$ cat src/rtl/core/rlps_pkg.sv
// Shared types and constants for the RGB LED pulse serializer.
// No dependencies; compiled first.
package rlps_pkg;

   localparam int PIXEL_BITS  = 24;
   localparam int BIT_CNT_W   = 5;
   localparam int TICK_W      = 8;
   localparam int COLOR_W     = 8;
   localparam int CSR_ADDR_W  = 8;
   localparam int CSR_DATA_W  = 8;
   localparam int QUEUE_DEPTH = 2;

   // item kinds on the request channel
   localparam logic REQ_PIXEL = 1'b0;
   localparam logic REQ_TICK  = 1'b1;

   // register indexes
   localparam logic [CSR_ADDR_W-1:0] CSR_ZERO_HIGH = 8'd0;
   localparam logic [CSR_ADDR_W-1:0] CSR_ZERO_LOW  = 8'd1;
   localparam logic [CSR_ADDR_W-1:0] CSR_ONE_HIGH  = 8'd2;
   localparam logic [CSR_ADDR_W-1:0] CSR_ONE_LOW   = 8'd3;

   localparam logic [TICK_W-1:0] ZERO_HIGH_RST = 8'd4;
   localparam logic [TICK_W-1:0] ZERO_LOW_RST  = 8'd14;
   localparam logic [TICK_W-1:0] ONE_HIGH_RST  = 8'd11;
   localparam logic [TICK_W-1:0] ONE_LOW_RST   = 8'd9;

   // classified command passed from front to back through the queue
   typedef struct packed {
      logic                  is_tick;
      logic [PIXEL_BITS-1:0] grb;
   } cmd_type;

   // queue handshake as seen from one side
   typedef struct packed {
      logic valid;
      logic ready;
   } hs_type;

endpackage

$ cat src/rtl/core/rlps_ifs.sv
// Channel interfaces: request, response and register write.
// Depends on rlps_pkg.
interface rlps_req_if;
   import rlps_pkg::*;
   logic               valid;
   logic               ready;
   logic               req_type;
   logic [COLOR_W-1:0] red;
   logic [COLOR_W-1:0] green;
   logic [COLOR_W-1:0] blue;
   modport source (output valid, req_type, red, green, blue, input ready);
   modport sink   (input valid, req_type, red, green, blue, output ready);
endinterface

interface rlps_rsp_if;
   logic valid;
   logic ready;
   logic line_level;
   logic pixel_taken;
   logic sending;
   modport source (output valid, line_level, pixel_taken, sending, input ready);
   modport sink   (input valid, line_level, pixel_taken, sending, output ready);
endinterface

interface rlps_csr_if;
   import rlps_pkg::*;
   logic                  valid;
   logic                  ready;
   logic [CSR_ADDR_W-1:0] index;
   logic [CSR_DATA_W-1:0] data;
   modport source (output valid, index, data, input ready);
   modport sink   (input valid, index, data, output ready);
endinterface

$ cat src/rtl/core/rgb_led_pulse_serializer.sv
// Top level of the RGB LED pulse serializer: front end, command queue and
// serializer engine. Depends on rlps_pkg, the channel interfaces and submodules.
//
// Each request is either a pixel offer or one line tick, and each produces
// exactly one response carrying the data line level, whether the pixel was
// taken and whether a pixel is still being sent. The block sustains one
// request per clock cycle while the queue has room and responses are taken:
// the engine updates the bit and phase state once per command, and a response
// register decoupled by the command queue lets requests keep flowing while a
// response waits, until the queue fills. A request is written into the queue
// and its response is registered when the engine pops it. Register writes
// take effect on the next phase loaded; the csr channel is always ready.
module rgb_led_pulse_serializer #(
   parameter int QueueDepth = rlps_pkg::QUEUE_DEPTH
) (
   input  logic         clock,
   input  logic         reset,
   rlps_req_if.sink     req_bus,
   rlps_rsp_if.source   rsp_bus,
   rlps_csr_if.sink     csr_bus
);
   import rlps_pkg::*;

   cmd_type front_cmd;
   cmd_type queue_cmd;
   hs_type  push_hs;
   logic    q_not_full;
   logic    q_not_empty;
   logic    q_pop;

   rlps_front u_front (
      .req_bus (req_bus),
      .cmd_out (front_cmd),
      .push_hs (push_hs),
      .q_ready (q_not_full)
   );

   rlps_queue #(
      .Depth (QueueDepth)
   ) u_queue (
      .clock     (clock),
      .reset     (reset),
      .push      (push_hs.valid && push_hs.ready),
      .push_data (front_cmd),
      .not_full  (q_not_full),
      .pop       (q_pop),
      .pop_data  (queue_cmd),
      .not_empty (q_not_empty)
   );

   rlps_engine u_engine (
      .clock     (clock),
      .reset     (reset),
      .cmd_in    (queue_cmd),
      .cmd_valid (q_not_empty),
      .cmd_pop   (q_pop),
      .csr_bus   (csr_bus),
      .rsp_bus   (rsp_bus)
   );

endmodule

$ cat src/rtl/core/rlps_front.sv
// Front end: takes request transfers, classifies them and packs pixels in
// green-red-blue send order for the command queue. Depends on rlps_pkg.
module rlps_front (
   rlps_req_if.sink           req_bus,
   output rlps_pkg::cmd_type  cmd_out,
   output rlps_pkg::hs_type   push_hs,
   input  logic               q_ready
);
   import rlps_pkg::*;

   assign req_bus.ready  = q_ready;
   assign push_hs.valid  = req_bus.valid;
   assign push_hs.ready  = q_ready;
   assign cmd_out.is_tick = (req_bus.req_type == REQ_TICK);
   assign cmd_out.grb     = {req_bus.green, req_bus.red, req_bus.blue};

endmodule

$ cat src/rtl/core/rlps_queue.sv
// Small register FIFO between front end and serializer engine.
// Depends on rlps_pkg.
module rlps_queue #(
   parameter int Depth = rlps_pkg::QUEUE_DEPTH
) (
   input  logic              clock,
   input  logic              reset,
   input  logic              push,
   input  rlps_pkg::cmd_type push_data,
   output logic              not_full,
   input  logic              pop,
   output rlps_pkg::cmd_type pop_data,
   output logic              not_empty
);
   import rlps_pkg::*;

   localparam int PtrW = (Depth > 1) ? $clog2(Depth) : 1;
   localparam int CntW = $clog2(Depth + 1);

   cmd_type             slot_ff [Depth];
   logic [PtrW-1:0]     wr_ptr_ff, wr_ptr_in;
   logic [PtrW-1:0]     rd_ptr_ff, rd_ptr_in;
   logic [CntW-1:0]     count_ff,  count_in;

   logic do_push, do_pop;

   assign not_full  = (count_ff != CntW'(Depth));
   assign not_empty = (count_ff != '0);
   assign do_push   = push && not_full;
   assign do_pop    = pop && not_empty;
   assign pop_data  = slot_ff[rd_ptr_ff];

   always_comb begin
      wr_ptr_in = wr_ptr_ff;
      rd_ptr_in = rd_ptr_ff;
      count_in  = count_ff;
      if (do_push) begin
         wr_ptr_in = (wr_ptr_ff == PtrW'(Depth - 1)) ? '0 : wr_ptr_ff + 1'b1;
      end
      if (do_pop) begin
         rd_ptr_in = (rd_ptr_ff == PtrW'(Depth - 1)) ? '0 : rd_ptr_ff + 1'b1;
      end
      if (do_push && !do_pop) begin
         count_in = count_ff + 1'b1;
      end else if (do_pop && !do_push) begin
         count_in = count_ff - 1'b1;
      end
   end

   always_ff @(posedge clock) begin
      if (reset) begin
         wr_ptr_ff <= '0;
         rd_ptr_ff <= '0;
         count_ff  <= '0;
      end else begin
         wr_ptr_ff <= wr_ptr_in;
         rd_ptr_ff <= rd_ptr_in;
         count_ff  <= count_in;
      end
   end

   always_ff @(posedge clock) begin
      if (do_push) begin
         slot_ff[wr_ptr_ff] <= push_data;
      end
   end

endmodule

$ cat src/rtl/core/rlps_engine.sv
// Back end: timing registers, bit serializer state and the response register.
// Consumes one queued command per cycle unless a response stalls. Depends on rlps_pkg.
module rlps_engine (
   input  logic              clock,
   input  logic              reset,
   input  rlps_pkg::cmd_type cmd_in,
   input  logic              cmd_valid,
   output logic              cmd_pop,
   rlps_csr_if.sink          csr_bus,
   rlps_rsp_if.source        rsp_bus
);
   import rlps_pkg::*;

   logic [TICK_W-1:0] zero_high_ff, zero_low_ff, one_high_ff, one_low_ff;

   logic [PIXEL_BITS-1:0] shift_ff, shift_in;
   logic [BIT_CNT_W-1:0]  bits_ff,  bits_in;
   logic                  high_ff,  high_in;
   logic [TICK_W-1:0]     ticks_ff, ticks_in;
   logic                  active_ff, active_in;
   logic                  taken;

   logic rsp_valid_ff, level_ff, taken_ff, sending_ff;

   // output register frees up as soon as its transfer completes
   assign cmd_pop       = cmd_valid && (!rsp_valid_ff || rsp_bus.ready);
   assign csr_bus.ready = 1'b1;

   always_comb begin
      shift_in  = shift_ff;
      bits_in   = bits_ff;
      high_in   = high_ff;
      ticks_in  = ticks_ff;
      active_in = active_ff;
      taken     = 1'b0;
      if (!cmd_in.is_tick) begin
         if (!active_ff) begin
            shift_in  = cmd_in.grb;
            bits_in   = BIT_CNT_W'(PIXEL_BITS);
            active_in = 1'b1;
            high_in   = 1'b1;
            ticks_in  = cmd_in.grb[PIXEL_BITS-1] ? one_high_ff : zero_high_ff;
            taken     = 1'b1;
         end
      end else if (active_ff) begin
         if (ticks_ff > TICK_W'(1)) begin
            ticks_in = ticks_ff - 1'b1;
         end else if (high_ff) begin
            high_in  = 1'b0;
            ticks_in = shift_ff[PIXEL_BITS-1] ? one_low_ff : zero_low_ff;
         end else begin
            shift_in = {shift_ff[PIXEL_BITS-2:0], 1'b0};
            bits_in  = bits_ff - 1'b1;
            if (bits_ff == BIT_CNT_W'(1)) begin
               active_in = 1'b0;
               high_in   = 1'b0;
               ticks_in  = '0;
            end else begin
               high_in  = 1'b1;
               ticks_in = shift_ff[PIXEL_BITS-2] ? one_high_ff : zero_high_ff;
            end
         end
      end
   end

   always_ff @(posedge clock) begin
      if (reset) begin
         zero_high_ff <= ZERO_HIGH_RST;
         zero_low_ff  <= ZERO_LOW_RST;
         one_high_ff  <= ONE_HIGH_RST;
         one_low_ff   <= ONE_LOW_RST;
      end else if (csr_bus.valid) begin
         case (csr_bus.index)
            CSR_ZERO_HIGH: zero_high_ff <= csr_bus.data;
            CSR_ZERO_LOW:  zero_low_ff  <= csr_bus.data;
            CSR_ONE_HIGH:  one_high_ff  <= csr_bus.data;
            CSR_ONE_LOW:   one_low_ff   <= csr_bus.data;
            default: ;
         endcase
      end
   end

   always_ff @(posedge clock) begin
      if (reset) begin
         shift_ff     <= '0;
         bits_ff      <= '0;
         high_ff      <= 1'b0;
         ticks_ff     <= '0;
         active_ff    <= 1'b0;
         rsp_valid_ff <= 1'b0;
      end else begin
         if (cmd_pop) begin
            shift_ff  <= shift_in;
            bits_ff   <= bits_in;
            high_ff   <= high_in;
            ticks_ff  <= ticks_in;
            active_ff <= active_in;
         end
         if (cmd_pop) begin
            rsp_valid_ff <= 1'b1;
         end else if (rsp_bus.ready) begin
            rsp_valid_ff <= 1'b0;
         end
      end
   end

   always_ff @(posedge clock) begin
      if (cmd_pop) begin
         level_ff   <= active_in && high_in;
         taken_ff   <= taken;
         sending_ff <= active_in;
      end
   end

   assign rsp_bus.valid       = rsp_valid_ff;
   assign rsp_bus.line_level  = level_ff;
   assign rsp_bus.pixel_taken = taken_ff;
   assign rsp_bus.sending     = sending_ff;

`ifndef SYNTH
   a_idle_clean: assert property (@(posedge clock) disable iff (reset)
      !active_ff |-> (bits_ff == '0) && !high_ff && (ticks_ff == '0))
      else $error("idle serializer holds leftover bit state");

   a_bits_range: assert property (@(posedge clock) disable iff (reset)
      active_ff |-> (bits_ff != '0) && (bits_ff <= BIT_CNT_W'(PIXEL_BITS)))
      else $error("bit count out of range while sending");

   a_taken_sending: assert property (@(posedge clock) disable iff (reset)
      rsp_valid_ff && taken_ff |-> sending_ff && level_ff)
      else $error("accepted pixel not reported as sending high");

   a_no_pop_stalled: assert property (@(posedge clock) disable iff (reset)
      rsp_valid_ff && !rsp_bus.ready |-> !cmd_pop)
      else $error("command consumed while response register is blocked");
`endif

endmodule
$ cat src/flat_wrapper.sv
// flat-port wrapper written by rule: the top's interface ports become plain ports
module rgb_led_pulse_serializer_flat import rlps_pkg::*;
#(
   parameter int QueueDepth = rlps_pkg::QUEUE_DEPTH
)
  (clock, reset, req_bus_valid, req_bus_req_type, req_bus_red, req_bus_green, req_bus_blue, req_bus_ready, rsp_bus_valid, rsp_bus_line_level, rsp_bus_pixel_taken, rsp_bus_sending, rsp_bus_ready, csr_bus_valid, csr_bus_index, csr_bus_data, csr_bus_ready);
  rlps_req_if req_bus_i ();
  rlps_rsp_if rsp_bus_i ();
  rlps_csr_if csr_bus_i ();
  input  logic clock;
  input  logic reset;
  input wire logic [$bits(req_bus_i.valid)-1:0] req_bus_valid;
  input wire logic [$bits(req_bus_i.req_type)-1:0] req_bus_req_type;
  input wire logic [$bits(req_bus_i.red)-1:0] req_bus_red;
  input wire logic [$bits(req_bus_i.green)-1:0] req_bus_green;
  input wire logic [$bits(req_bus_i.blue)-1:0] req_bus_blue;
  output wire logic [$bits(req_bus_i.ready)-1:0] req_bus_ready;
  output wire logic [$bits(rsp_bus_i.valid)-1:0] rsp_bus_valid;
  output wire logic [$bits(rsp_bus_i.line_level)-1:0] rsp_bus_line_level;
  output wire logic [$bits(rsp_bus_i.pixel_taken)-1:0] rsp_bus_pixel_taken;
  output wire logic [$bits(rsp_bus_i.sending)-1:0] rsp_bus_sending;
  input wire logic [$bits(rsp_bus_i.ready)-1:0] rsp_bus_ready;
  input wire logic [$bits(csr_bus_i.valid)-1:0] csr_bus_valid;
  input wire logic [$bits(csr_bus_i.index)-1:0] csr_bus_index;
  input wire logic [$bits(csr_bus_i.data)-1:0] csr_bus_data;
  output wire logic [$bits(csr_bus_i.ready)-1:0] csr_bus_ready;
  assign req_bus_i.valid = req_bus_valid;
  assign req_bus_i.req_type = req_bus_req_type;
  assign req_bus_i.red = req_bus_red;
  assign req_bus_i.green = req_bus_green;
  assign req_bus_i.blue = req_bus_blue;
  assign req_bus_ready = req_bus_i.ready;
  assign rsp_bus_valid = rsp_bus_i.valid;
  assign rsp_bus_line_level = rsp_bus_i.line_level;
  assign rsp_bus_pixel_taken = rsp_bus_i.pixel_taken;
  assign rsp_bus_sending = rsp_bus_i.sending;
  assign rsp_bus_i.ready = rsp_bus_ready;
  assign csr_bus_i.valid = csr_bus_valid;
  assign csr_bus_i.index = csr_bus_index;
  assign csr_bus_i.data = csr_bus_data;
  assign csr_bus_ready = csr_bus_i.ready;
  rgb_led_pulse_serializer #(.QueueDepth(QueueDepth)) u_core (.clock(clock), .reset(reset), .req_bus(req_bus_i), .rsp_bus(rsp_bus_i), .csr_bus(csr_bus_i));
endmodule
$ cat config.mk
export PLATFORM = sky130hd
export DESIGN_NAME = rgb_led_pulse_serializer_flat
export DESIGN_NICKNAME = d
export VERILOG_FILES = /design/src/rtl/core/rlps_pkg.sv /design/src/rtl/core/rlps_ifs.sv /design/src/rtl/core/rgb_led_pulse_serializer.sv /design/src/rtl/core/rlps_front.sv /design/src/rtl/core/rlps_queue.sv /design/src/rtl/core/rlps_engine.sv /design/src/flat_wrapper.sv
export SDC_FILE = /design/constraint.sdc
export NUM_CORES = 1
export LEC_CHECK = 0
export BUFFER_PORTS_ARGS = -buffer_cell sky130_fd_sc_hd__buf_2
export CAP_MARGIN = 20
export CORE_MARGIN = 2
export CORE_UTILIZATION = 60
export DETAILED_ROUTE_END_ITERATION = 10
export GPL_TIMING_DRIVEN = 0
export PLACE_DENSITY = 0.8
export SLEW_MARGIN = 20
export SYNTH_ARGS = -nofsm -noshare
export SYNTH_HDL_FRONTEND = slang
export SYNTH_HIERARCHICAL = 1
export SYNTH_SLANG_ARGS = --single-unit
export TNS_END_PERCENT = 50
$ cat constraint.sdc
create_clock -name clock -period 6.6 [get_ports clock]
set_input_delay 0.33 -clock clock [delete_from_list [all_inputs] [get_ports clock]]
set_output_delay 0.33 -clock clock [all_outputs]
set_load 0.02 [all_outputs]
; Word-level counts from Yosys, hierarchy flattened
; Memory sizes are Yosys's and may differ from the RTL's. A register that Yosys moved wholly into a read port is not among the register bits.
; Cells that the tools add are included.
[op_classes]
n_reduce_logical = 21
eq_ne = 9
n_mux = 40
n_addsub = 6
n_lt_le_gt_ge = 1
[ops]
columns = cell, n
row1 = 24-bit two-way mux, 5
row2 = 8-bit two-way mux, 9
row3 = 5-bit two-way mux, 5
row4 = 1-bit two-way mux, 19
row5 = 8-bit by 2-bit == test with 1-bit output (second input constant), 2
row6 = 8-bit by 1-bit == test with 1-bit output (second input constant), 1
row7 = 8-bit by 1-bit greater-than comparator with 1-bit output (second input constant), 1
row8 = 8-bit zero test, 1
row9 = 2-bit != test (second input constant), 4
row10 = 2-bit AND reduction, 4
row11 = 8-bit by 1-bit subtractor with 8-bit output (second input constant), 1
row12 = 1-bit logical AND, 7
row13 = 2-bit nonzero test, 3
row14 = 5-bit by 1-bit == test with 1-bit output (second input constant), 1
row15 = 5-bit AND reduction, 1
row16 = 5-bit by 1-bit subtractor with 5-bit output (second input constant), 1
row17 = 2-bit two-way mux, 2
row18 = 1-bit zero test, 3
row19 = 3-bit AND reduction, 1
row20 = 1-bit adder (second input constant), 2
row21 = 2-bit by 1-bit adder with 2-bit output (second input constant), 1
row22 = 2-bit by 1-bit != test with 1-bit output (second input constant), 1
row23 = 2-bit by 1-bit subtractor with 2-bit output (second input constant), 1
row24 = 1-bit logical OR, 1
[totals]
output_inout_bits = 6
ramBits = 50
reg_bits = 79
input_bits = 46
memories = 1
[memory_table]
columns = name, words, width, read_ports, rd_ports_with_merged_regs, write_ports, line_no
row1 = u_core.u_queue.slot_ff, 2, 25, 1, 1, 1, rlps_queue.sv:20  ; cmd_type slot_ff [Depth];

; Depth between registers and ports, before layout
; Gate-level depths: netlist of run 1.
[depth]
word_depth = 7
ltp_mapped = 10

; Hierarchy
; The synthesis of run 1 kept the hierarchy.
[modules_own_cells]
columns = mod, n_inst, seq_area_each_um2, cells_each, area_per_inst_um2
row1 = rlps_engine, 1, 1531.5, 413, 3920.0
row2 = rlps_queue, 1, 1601.5, 102, 2023.2
row3 = rlps_front, 1, 0.0, 28, 210.2
row4 = rgb_led_pulse_serializer, 1, 0.0, 1, 6.3

; Least setup slack after synthesis of run 1
; OpenSTA, ideal clock, no wires.
[synth_timing]
path_kind = register to register
startpoint = register (tool-made name)
endpoint = register u_core.u_engine.ticks_ff[7]
t_arrival_ns = 2.147
path_buffers = 3
setup_time_ns = 0.117
path_stages_with_launch = 10
setup_slack_ns = 4.336
required_time_ns = 6.483
path_cell_list = dfxtp_1 -> buf_2 -> buf_2 -> mux2_2 -> clkbuf_1 -> and2_1 -> o211ai_1 -> nor3_1 -> a21o_1 -> a22o_1
[synth_lines]
columns = element, line_no
row1 = end signal: assignment, rlps_engine.sv:96  ; ticks_ff <= ticks_in;
row2 = end: declaration, rlps_engine.sv:19  ; logic [TICK_W-1:0] ticks_ff, ticks_in;

; Worst setup path in the final report of run 1
[layout_timing]
startpoint = register u_core.u_queue.count_ff[0]
endpoint = register u_core.u_queue.count_ff[1]
[layout_between]
elab_chain_len = 6
elab_cells_between_ends = 15
[layout_lines]
columns = element, line_no
row1 = start: declaration, rlps_queue.sv:23  ; logic [CntW-1:0] count_ff, count_in;
row2 = start signal: assignment, rlps_queue.sv:58  ; count_ff <= count_in;
row3 = 2-bit nonzero test (*), rlps_queue.sv:28  ; assign not_empty = (count_ff != '0);
row4 = named net u_core.q_not_empty, rgb_led_pulse_serializer.sv:28  ; logic q_not_empty;
row5 = 1-bit logical AND (*), rlps_engine.sv:26  ; assign cmd_pop = cmd_valid && (!rsp_valid_ff || rsp_bus.ready);
row6 = named net u_core.q_pop, rgb_led_pulse_serializer.sv:29  ; logic q_pop;
row7 = 1-bit logical AND (*), rlps_queue.sv:30  ; assign do_pop = pop && not_empty;
row8 = 1-bit zero test, rlps_queue.sv:43  ; if (do_push && !do_pop) begin
row9 = 1-bit logical AND, rlps_queue.sv:43
row10 = 2-bit two-way mux / 2-bit nonzero test (equally long branches), n/a
; Mark *: on every way through the listed nets, which the timed path passes. The rest lies on a longest branch. The select of a mux whose other input is x is not followed.
; A chain may end at the register's enable or synchronous reset.

==> out/metrics.csv, run 1 <==
metric,value,unit
status,"complete, no violations",
slew-limit-headroom,0.303,
fin_skew,0.00812,ns
drc,0,
p_clk_frac,0.258,
diodes,0,
placed_cells,701,
post-route-period-util,0.432,
grt_pass1_vias,4496,
routabilityCongestion,0.865,
coreArea,9860,um2
final.setup.tns,0,ns
swShare,0.371,
cts_tree,yes,
synth_warnings,6,
instances_no_fill,758,
p_int,0.00208,W
fp.dieW,105,um
rsz0062_at_grt,false,
p_comb_frac,0.403,
grt_usage,0.250,
synthToLayoutAreaGrowth,17.6,%
setup_violations,0,
seq_area_frac_synth,0.509,
setup_slack,3.75,ns
fillers,663,
post_drt_wl_per_cell,17.4,um
cts_sinks,130,
leakage,2.78,nW
hp-class,input port to flip-flop,
slowest_delay,0.81,ns
hold_viol,0,
num_rows,36,
worst-slew-pin-transition,1.04,ns
synth_top_cell_by_area,edfxtp_1,
die_y,105,um
endpoint_kind,flip-flop,
p_sw,0.00122,W
antenna_left,0,
numCtsBuffers,17,
num_io_pins,52,
path_cells,or2_2 > inv_1 > nor2_1 > o21ai_0 > ha_1 > or3_1 > a21oi_1,
avgSynthCellArea,11.3,um2
drtPass1Iterations,5,
cp.required,7.05,ns
critPathMaxFanout,13,
synthTopCellsByArea,"edfxtp_1, dfxtp_1, mux2i_1, mux2_2, nor2_1",
finish.utilization,0.734,
drt_iter0_drc,371,
grt_overflow,0,
worstPathArrival,3.30,ns
vdd_drop_max,0.259,mV
async_flop_share,0,
maxSlewViolCount,0,
path_class,flip-flop to flip-flop,
clock_path_buffers,2,
io_buffers,24,
start_util,0.624,
synth_ff_type,dfxtp_1,
drv_cap,0,
root_buffer,clkbuf_8,
power.density,455,nW/um2
grt_max_degree,26,
cts_resized,0,
clock_latency,0.52,ns
cts-htree-levels,4,
grt_pass1_wl,21.7,mm
layout-drive-gt1-share,0.272,
clk_pin_slew,0.06,ns
viasPerCell,5.80,
power_frac_seq,0.340,
synthesis.nets,595,
yosysUniqueCellTypes,57,
ys_ff_latch,130,
slowest_stage,nor2_1,
whs_path_depth,2,
num_vias,4394,
synthesis.area,6160,um2
dp_hpwl,8.57,mm
period_minus_slack,2.85,ns
die_area,11100,um2
syn_inst,544,
dp_slack,3.83,ns
timing.fmax,351,MHz
cp-start-kind,flip-flop,
yosys.area.top_type_share,0.258,
fin_nets,663,
antenna_found_initial,0,
finalWirelength,13.2,mm
r2r_cells,7,
timing.hold.ws,0.0432,ns
synth-edff-count,53,
## worst max-delay path, delay by kind of cell, from the launching register on
kind                     cells  cell delay, ns
adder cells (fa/ha/maj)      1            0.41
AO/OA/AOI/OAI                2            0.49
flip-flops                   1            0.41
buffers and inverters        1            0.09
AND/OR/NAND/NOR              3            1.38
## what timing repair did
action | in CTS | in global routing
hold buffers | 25 | 0
hold endpoints to repair | 50 | 0
setup buffers | 0 | 0
## area by class of cell
cell class / count / area [um2] / area share
plain buffers: 60 / 385 / 0.0532
inverters: 12 / 45.0 / 0.00622
clock inverters: 13 / 115 / 0.0159
multi-input cells: 342 / 2600 / 0.359
well taps: 133 / 166 / 0.0230
flip-flops and latches: 130 / 3130 / 0.432
repair buffers: 49 / 370 / 0.0511
clock buffers: 19 / 432 / 0.0596
## kinds of logic after synthesis
| logic type | synth area share |
|---|---|
| and+or+nand+nor | 0.117 |
| DFF | 0.509 |
| AOI/OAI and AO/OA | 0.132 |
| muxes | 0.154 |
| buffers and inverters | 0.0699 |
| xor gates and xnor gates | 0.00853 |
| adders and majority gates | 0.0102 |
| other | 0.000609 |
## cells in the final DEF (no fill, tap or decap), types with 5 or more instances in the layout
cell,synthesis,final
nor3_1,12,12
o21ai_0,8,8
nor2_1,79,79
a21oi_1,12,12
mux2i_1,53,53
clkbuf_1,14,15
buf_4,33,33
nor2b_1,5,5
inv_1,12,11
a211oi_1,11,11
dfxtp_1,77,77
a22oi_1,5,5
edfxtp_1,53,53
buf_2,5,29
a211o_1,10,10
mux2_2,37,37
nand2_1,14,14
a211oi_2,23,23
dlygate4sd3_1,0,25
clkbuf_16,0,16
ha_1,5,5
## worst paths after layout
path                                                from                                           end  slack, ns
min reg2reg  u_core/u_engine/zero_low_ff[2]$_SDFFE_PP1P_   u_core/u_engine/zero_low_ff[2]$_SDFFE_PP1P_       0.47
max              u_core/u_queue/count_ff[0]$_SDFFE_PP0P_       u_core/u_queue/count_ff[1]$_SDFFE_PP0P_       3.75
min                                      csr_bus_data[2]  u_core/u_engine/zero_high_ff[2]$_SDFFE_PP1P_       0.04
max reg2reg      u_core/u_queue/count_ff[0]$_SDFFE_PP0P_       u_core/u_queue/count_ff[1]$_SDFFE_PP0P_       3.75
## registers in the layout (all words and copies together), names as in the netlist, 2 cells and up, named ones only
register / count
u_core/u_engine/bits_ff: 5
u_core/u_engine/ticks_ff: 8
u_core/u_engine/zero_high_ff: 8
u_core/u_engine/one_low_ff: 8
u_core/u_engine/shift_ff: 24
u_core/u_queue/slot_ff: 50
u_core/u_queue/count_ff: 2
u_core/u_engine/one_high_ff: 8
u_core/u_engine/zero_low_ff: 8
## synth_stat cells (3+ instances only)
master and count:
o21ai_0 8, nor2_1 79, mux2i_1 53, nor4_1 3, inv_1 12, edfxtp_1 53
nand3b_1 3, o311ai_0 3, mux2_2 37, a211oi_1 11, nand4_1 3, buf_2 5
a211o_1 10, nor2b_1 5, xor2_1 4, dfxtp_1 77, and2_1 3, nand2b_1 4
buf_6 4, nand2_1 14, a22oi_1 5, a31oi_1 3, or2_2 4, buf_1 4
clkbuf_1 14, a211oi_2 23, nand3_1 3, ha_1 5, nor3_1 12, buf_4 33
a21oi_1 12
## power groups by stage
stage	Combinational (W)	Clock [W]	Sequential [W]
detailed placement	0.00127	0	0.00113
CTS	0.00130	0.000861	0.00112
finish	0.00133	0.000849	0.00112
global placement	0.00123	0	0.00112
global route	0.00144	0.000896	0.00114
floorplan	0.00100	0	0.00112
## per-layer routing
| metal | track usage | vias up | wire length [um] |
|---|---|---|---|
| li1 | - | 2100 | - |
| met1 | 0.313 | 2119 | 5810 |
| met2 | 0.415 | 153 | 6410 |
| met3 | 0.0625 | 22 | 715 |
| met4 | 0.102 | 0 | 263 |
| met5 | 0 | - | 0 |
## metrics by stage
step           area, um2  power [W]
2_1_floorplan       6160    0.00212
3_3_place_gp        6450    0.00236
3_5_place_dp        6450    0.00240
4_1_cts             7240    0.00328
5_1_grt             7240    0.00348
6_report            7240    0.00330
(Power assumes the default switching activity.)
==> run 2: changes to the inputs <==
Settings changed: ABC_AREA set to 1.
Clock period 6.6 ns to 2.9 ns, I/O delays scaled along.
==> out/metrics.csv, run 2 <==
metric,value,unit,change
final_common_cell,nand2_1,,was nor2_1
status,"complete, no violations",,unchanged
numCtsBuffers,17,,unchanged
p_int,0.00493,W,was 0.00208 W
syn_inst,719,,was 544
die_y,106,um,was 105 um
maxSlewViolCount,0,,unchanged
critPathMaxFanout,10,,was 13
post_cts_buffers,0,,unchanged
finalWirelength,14.5,mm,was 13.2 mm
post-route-period-util,0.869,,was 0.432
cts-htree-levels,4,,unchanged
yosys.area.top_type_share,0.257,,was 0.258
num_io_pins,52,,unchanged
fillers,686,,was 663
synth_ff_type,dfxtp_1,,unchanged
largest_reg_flops,50,,unchanged
slew-limit-headroom,0.489,,was 0.303
post_drt_wl_per_cell,15.3,um,was 17.4 um
ys_ff_latch,130,,unchanged
placed_cells,879,,was 701
synth-edff-count,53,,unchanged
yosysMostFrequentCell,nand2_1,,was nor2_1
async_flop_share,0,,unchanged
leakage,3.12,nW,was 2.78 nW
swShare,0.386,,was 0.371
drc,0,,unchanged
dp_hpwl,9.28,mm,was 8.57 mm
clk_pin_slew,0.06,ns,about the same
timing.hold.ws,0.0818,ns,was 0.0432 ns
coreArea,10200,um2,was 9860 um2
die_area,11200,um2,"was 11,100 um2"
seq_area_frac_synth,0.505,,was 0.509
grt_pass1_vias,5272,,"was 4,496"
grt_use_met3,0.0748,,was 0.0625
avgSynthCellArea,8.62,um2,was 11.3 um2
grt_overflow,0,,unchanged
met1_usage,0.293,,was 0.313
cp-start-kind,flip-flop,,unchanged
drtPass1Iterations,6,,was 5
power_frac_seq,0.332,,was 0.340
synthesis.nets,770,,was 595
antenna_left,0,,unchanged
grt_max_degree,26,,unchanged
cp.required,3.30,ns,was 7.05 ns
clock_latency,0.52,ns,about the same
synthTopCellsByArea,"edfxtp_1, dfxtp_1, nand2_1, o21ai_0, nor2_1",,"was edfxtp_1, dfxtp_1, mux2i_1, mux2_2, nor2_1"
cts_sinks,130,,unchanged
power.density,1070,nW/um2,was 455 nW/um2
fin_skew,0.00760,ns,was 0.00812 ns
worst-slew-pin-transition,0.764,ns,was 1.04 ns
setup_slack,0.380,ns,was 3.75 ns
num_rows,37,,was 36
timing.fmax,397,MHz,was 351 MHz
diodes,0,,unchanged
antenna_found_initial,0,,unchanged
grt_usage,0.274,,was 0.250
postCtsHoldBufs,39,,was 25
hp-class,input port to flip-flop,,unchanged
p_sw,0.00310,W,was 0.00122 W
use_met2,0.499,,was 0.415
p_clk_frac,0.265,,was 0.258
netlist_top_cells_count,"nand2_1, nor2_1, dfxtp_1",,"was nor2_1, dfxtp_1, edfxtp_1, mux2i_1, mux2_2"
instances_no_fill,949,,was 758
final.setup.tns,0,ns,unchanged
clock_path_buffers,2,,unchanged
synthToLayoutAreaGrowth,20.8,%,was 17.6%
synthesis.area,6200,um2,was 6160 um2
period_minus_slack,2.52,ns,was 2.85 ns
path_class,flip-flop to flip-flop,,unchanged
fin_nets,852,,was 663
final_cell_mix,"nand2_1, nor2_1, dfxtp_1",,"was nor2_1, dfxtp_1, mux2i_1, edfxtp_1, mux2_2"
num_vias,5217,,"was 4,394"
hold_viol,0,,unchanged
grt_pass1_wl,23.9,mm,was 21.7 mm
dp_slack,0.552,ns,was 3.83 ns
regMostFlops,u_core/u_queue/slot_ff,,unchanged
routabilityCongestion,0.884,,was 0.865
synth_top_cell_by_area,edfxtp_1,,unchanged
layout-drive-gt1-share,0.172,,was 0.272
regArea,3130,um2,unchanged
setup_violations,0,,unchanged
busiest_layer,met2,,unchanged
io_buffers,24,,unchanged
cts_resized,0,,unchanged
multi_input_area,2460,um2,was 2600 um2
drv_cap,0,,unchanged
start_util,0.609,,was 0.624
fp.dieW,106,um,was 105 um
synth_warnings,6,,unchanged
vdd_drop_max,0.790,mV,was 0.259 mV
yosysUniqueCellTypes,36,,was 57
viasPerCell,5.50,,was 5.80
cts_tree,yes,,unchanged
drt_iter0_drc,304,,was 371
rsz0062_at_grt,false,,unchanged
worstPathArrival,2.92,ns,was 3.30 ns
p_comb_frac,0.403,,about the same
reg_top3,"u_core/u_queue/slot_ff: 50 flops, u_core/u_engine/shift_ff: 24 flops",,unchanged
endpoint_kind,flip-flop,,unchanged
root_buffer,clkbuf_8,,unchanged
==> run 2: changes by cell type in the layout (fill, tap and decap cells not counted), moves of 32 or more <==
cell,previous run,this run
mux2i_1,53,0
o21ai_0,8,69
mux2_2,37,5
nand3_1,3,35
a21oi_1,12,59
inv_1,11,50
nand2_1,14,153
==> run 2: layout make-up <==
type	count	share of cell area
repair buffers	63	0.0681
clock buffers	17	0.0553
inverters	55	0.0279
plain buffers	60	0.0558
flip-flops and latches	130	0.418
multi-input cells	474	0.328
clock inverters	14	0.0244
well taps	136	0.0227
==> run 2: cells by family after synthesis <==
| logic type | after synthesis | share of synthesized area |
|---|---|---|
| AND/OR/NAND/NOR | 292 | 0.194 |
| AO/OA/AOI/OAI | 147 | 0.126 |
| flip-flops | 130 | 0.505 |
| buffers and inverters | 115 | 0.101 |
| multiplexers | 25 | 0.0575 |
| adder cells (fa/ha/maj) | 5 | 0.0101 |
| XOR/XNOR | 4 | 0.00565 |
| other | 1 | 0.000605 |
==> run 2: path summary, 6_finish.rpt <==
path	cells after the start	slack, ns	endpoint	start
worst max register to register	10	0.38	u_core/u_engine/shift_ff[12]$_SDFFE_PP0P_	flip-flop
worst max-delay path	10	0.38	u_core/u_engine/shift_ff[12]$_SDFFE_PP0P_	flip-flop
worst min register to register	2	0.46	u_core/u_engine/one_low_ff[1]$_SDFFE_PP0P_	u_core/u_engine/one_low_ff[1]$_SDFFE_PP0P_
worst min-delay path	4	0.08	u_core/u_engine/zero_low_ff[4]$_SDFFE_PP0P_	csr_bus_index[1]
==> run 2: metrics by stage <==
stage	total power, W	util	area [um2]
2_1_floorplan	0.00506	-	6200
3_3_place_gp	0.00564	0.637	6490
3_5_place_dp	0.00578	0.639	6510
4_1_cts	0.00799	0.736	7490
5_1_grt	0.00856	0.736	7490
6_report	0.00803	0.736	7490
==> run 2: power by group through the flow <==
stage               combinational [W]  clock (W)  sequential, W
floorplan                     0.00242          0        0.00264
global placement              0.00298          0        0.00266
detailed placement            0.00310          0        0.00268
CTS                           0.00319    0.00215        0.00265
global route                  0.00360    0.00225        0.00270
finish                        0.00324    0.00213        0.00266
==> run 2: metal layers <==
layer,up-vias,wire length [um]
li1,2518,-
met4,0,396
met5,-,0
met3,46,971
met1,2429,5620
met2,224,7560
==> run 2: critical path, stage by stage, from the launching register on <==
cell      delay [ns]
dfxtp_1         0.32
buf_6           0.16
buf_12          0.16
mux2_4          0.32
buf_6           0.14
xor2_1          0.15
nor2_2          0.42
nand2_4         0.12
clkbuf_2        0.23
o21ai_0         0.29
nor2_1          0.09
==> run 3: changes to the inputs <==
Settings changed: BUFFER_PORTS_ARGS -buffer_cell sky130_fd_sc_hd__buf_2 to -buffer_cell sky130_fd_sc_hd__buf_4.
==> out/metrics.csv, run 3 (synthesized netlist as in run 2, its figures left out) <==
metric,value,unit,change
routabilityCongestion,0.864,,was 0.884
multi_input_area,2460,um2,unchanged
hp-class,input port to flip-flop,,unchanged
root_buffer,clkbuf_8,,unchanged
path_class,flip-flop to flip-flop,,unchanged
num_io_pins,52,,unchanged
setup_slack,0.477,ns,was 0.380 ns
drv_cap,0,,unchanged
fin_nets,852,,unchanged
coreArea,10200,um2,unchanged
largest_reg_flops,50,,unchanged
clk_pin_slew,0.06,ns,about the same
post_drt_wl_per_cell,15.1,um,was 15.3 um
endpoint,u_core/u_engine/shift_ff[23]$_SDFFE_PP0P_,,was u_core/u_engine/shift_ff[12]$_SDFFE_PP0P_
synthToLayoutAreaGrowth,22.2,%,was 20.8%
post-route-period-util,0.835,,was 0.869
status,"complete, no violations",,unchanged
numCtsBuffers,17,,unchanged
slew-limit-headroom,0.492,,was 0.489
grt_usage,0.272,,was 0.274
final.setup.tns,0,ns,unchanged
cts-htree-levels,4,,unchanged
maxSlewViolCount,0,,unchanged
antenna_found_initial,0,,unchanged
cts_sinks,130,,unchanged
worst-slew-pin-transition,0.760,ns,was 0.764 ns
r2r_cells,10,,unchanged
antenna_left,0,,unchanged
ff2ff_setup_slack,0.48,ns,was 0.38 ns
cp-start-kind,flip-flop,,unchanged
drc,0,,unchanged
viasPerCell,5.40,,was 5.50
num_vias,5134,,"was 5,217"
power.density,1080,nW/um2,was 1070 nW/um2
die_area,11200,um2,unchanged
fin_skew,0.00939,ns,was 0.00760 ns
endpoint_kind,flip-flop,,unchanged
worstPathArrival,2.85,ns,was 2.92 ns
grt_overflow,0,,unchanged
setup_violations,0,,unchanged
vdd_drop_max,0.599,mV,was 0.790 mV
cp.required,3.33,ns,was 3.30 ns
fillers,679,,was 686
placed_cells,879,,unchanged
die_y,106,um,unchanged
num_rows,37,,unchanged
grt_pass1_vias,5117,,"was 5,272"
layout-drive-gt1-share,0.167,,was 0.172
worstReg2RegEnd,u_core/u_engine/shift_ff[23]$_SDFFE_PP0P_,,was u_core/u_engine/shift_ff[12]$_SDFFE_PP0P_
start_util,0.609,,unchanged
drtPass1Iterations,7,,was 6
slowest_stage,nor2_2,,unchanged
grt_max_degree,26,,unchanged
period_minus_slack,2.42,ns,was 2.52 ns
reg_top3,"u_core/u_queue/slot_ff: 50 flops, u_core/u_engine/shift_ff: 24 flops",,unchanged
diodes,0,,unchanged
hold_viol,0,,unchanged
cts_resized,0,,unchanged
regMostFlops,u_core/u_queue/slot_ff,,unchanged
io_buffers,24,,unchanged
crit_top_cell,buf_6,,unchanged
instances_no_fill,950,,was 949
final_common_cell,nand2_1,,unchanged
slowest_delay,0.42,ns,about the same
dp_slack,0.499,ns,was 0.552 ns
regArea,3130,um2,unchanged
rsz0062_at_grt,false,,unchanged
timing.fmax,413,MHz,was 397 MHz
leakage,3.17,nW,was 3.12 nW
grt_pass1_wl,23.5,mm,was 23.9 mm
finalWirelength,14.4,mm,was 14.5 mm
dp_hpwl,9.23,mm,was 9.28 mm
clock_latency,0.54,ns,was 0.52 ns
timing.hold.ws,0.0550,ns,was 0.0818 ns
cts_tree,yes,,unchanged
drt_iter0_drc,331,,was 304
clock_path_buffers,2,,unchanged
final_cell_mix,"nand2_1, nor2_1, dfxtp_1",,unchanged
fp.dieW,106,um,unchanged
total_power,0.00815,W,was 0.00803 W
critPathMaxFanout,10,,unchanged
path_cells,buf_6 > buf_12 > mux2_4 > buf_6 > xor2_1 > nor2_2 > nand2_4 > clkbuf_2 > o21ai_0 > nor2_1,,unchanged
## run 3: cell types whose count changed in the layout (fill, tap and decap cells not counted), sizes merged
| cell | before | now |
|---|---|---|
| clkbuf | 35 | 46 |
| inv | 55 | 53 |
| clkinv | 8 | 3 |
| clkinvlp | 3 | 0 |
## run 3: worst min path at each step
| stage | startpoint | to | slack, ns | cells after the start |
|---|---|---|---|---|
| global route | csr_bus_index[1] | u_core/u_engine/zero_low_ff[6]$_SDFFE_PP0P_ | 0.08 | 4 |
| finish | csr_bus_index[1] | u_core/u_engine/zero_low_ff[5]$_SDFFE_PP0P_ | 0.05 | 4 |
| detailed placement | req_bus_green[0] | u_core/u_queue/slot_ff[1][16]$_DFFE_PP_ | 0.33 | 1 |
| floorplan | reset | u_core/u_engine/one_high_ff[4]$_SDFFE_PP0P_ | 0.21 | 1 |
| global placement | req_bus_blue[3] | u_core/u_queue/slot_ff[0][3]$_DFFE_PP_ | 0.33 | 1 |
| CTS | csr_bus_index[1] | u_core/u_engine/zero_low_ff[5]$_SDFFE_PP0P_ | 0.04 | 4 |
## run 3: report_power, final
part | total, W | leakage, nW | switching (W) | internal (W)
registers | 0.00266 | 1.12 | 0.000282 | 0.00238
logic | 0.00326 | 1.74 | 0.00200 | 0.00126
clock network | 0.00223 | 0.305 | 0.000753 | 0.00148
## run 3: layout make-up
cell class,count,share of cell area
sequential,130,0.413
multi-input combinational,474,0.324
timing repair buffer,63,0.0753
clock buffer,28,0.0695
buffer,60,0.0551
inverter,55,0.0276
tap,136,0.0225
clock inverter,4,0.0125
## run 3: per-stage QoR
step	utilization	area [um2]
global route	0.744	7580
finish	0.744	7580
global placement	0.643	6550
detailed placement	0.645	6570
floorplan	-	6200
CTS	0.744	7580
## run 3: what timing repair did
item | 4_1_cts | 5_1_grt
hold endpoints to repair | 89 | 0
buffers inserted | 0 | 0
hold buffers | 39 | 0
## run 3: metal layers
metal / global-route usage / routed length, um
met1: 0.310 / 5990
met2: 0.470 / 7180
met3: 0.0643 / 725
met4: 0.148 / 472
met5: 0 / 0
## run 3: critical path, delay by kind of cell (launching register included)
kind | cells | cell delay [ns]
buffers and inverters | 4 | 0.68
and+or+nand+nor | 3 | 0.60
DFF | 1 | 0.32
muxes | 1 | 0.31
AOI/OAI and AO/OA | 1 | 0.24
xor gates and xnor gates | 1 | 0.15
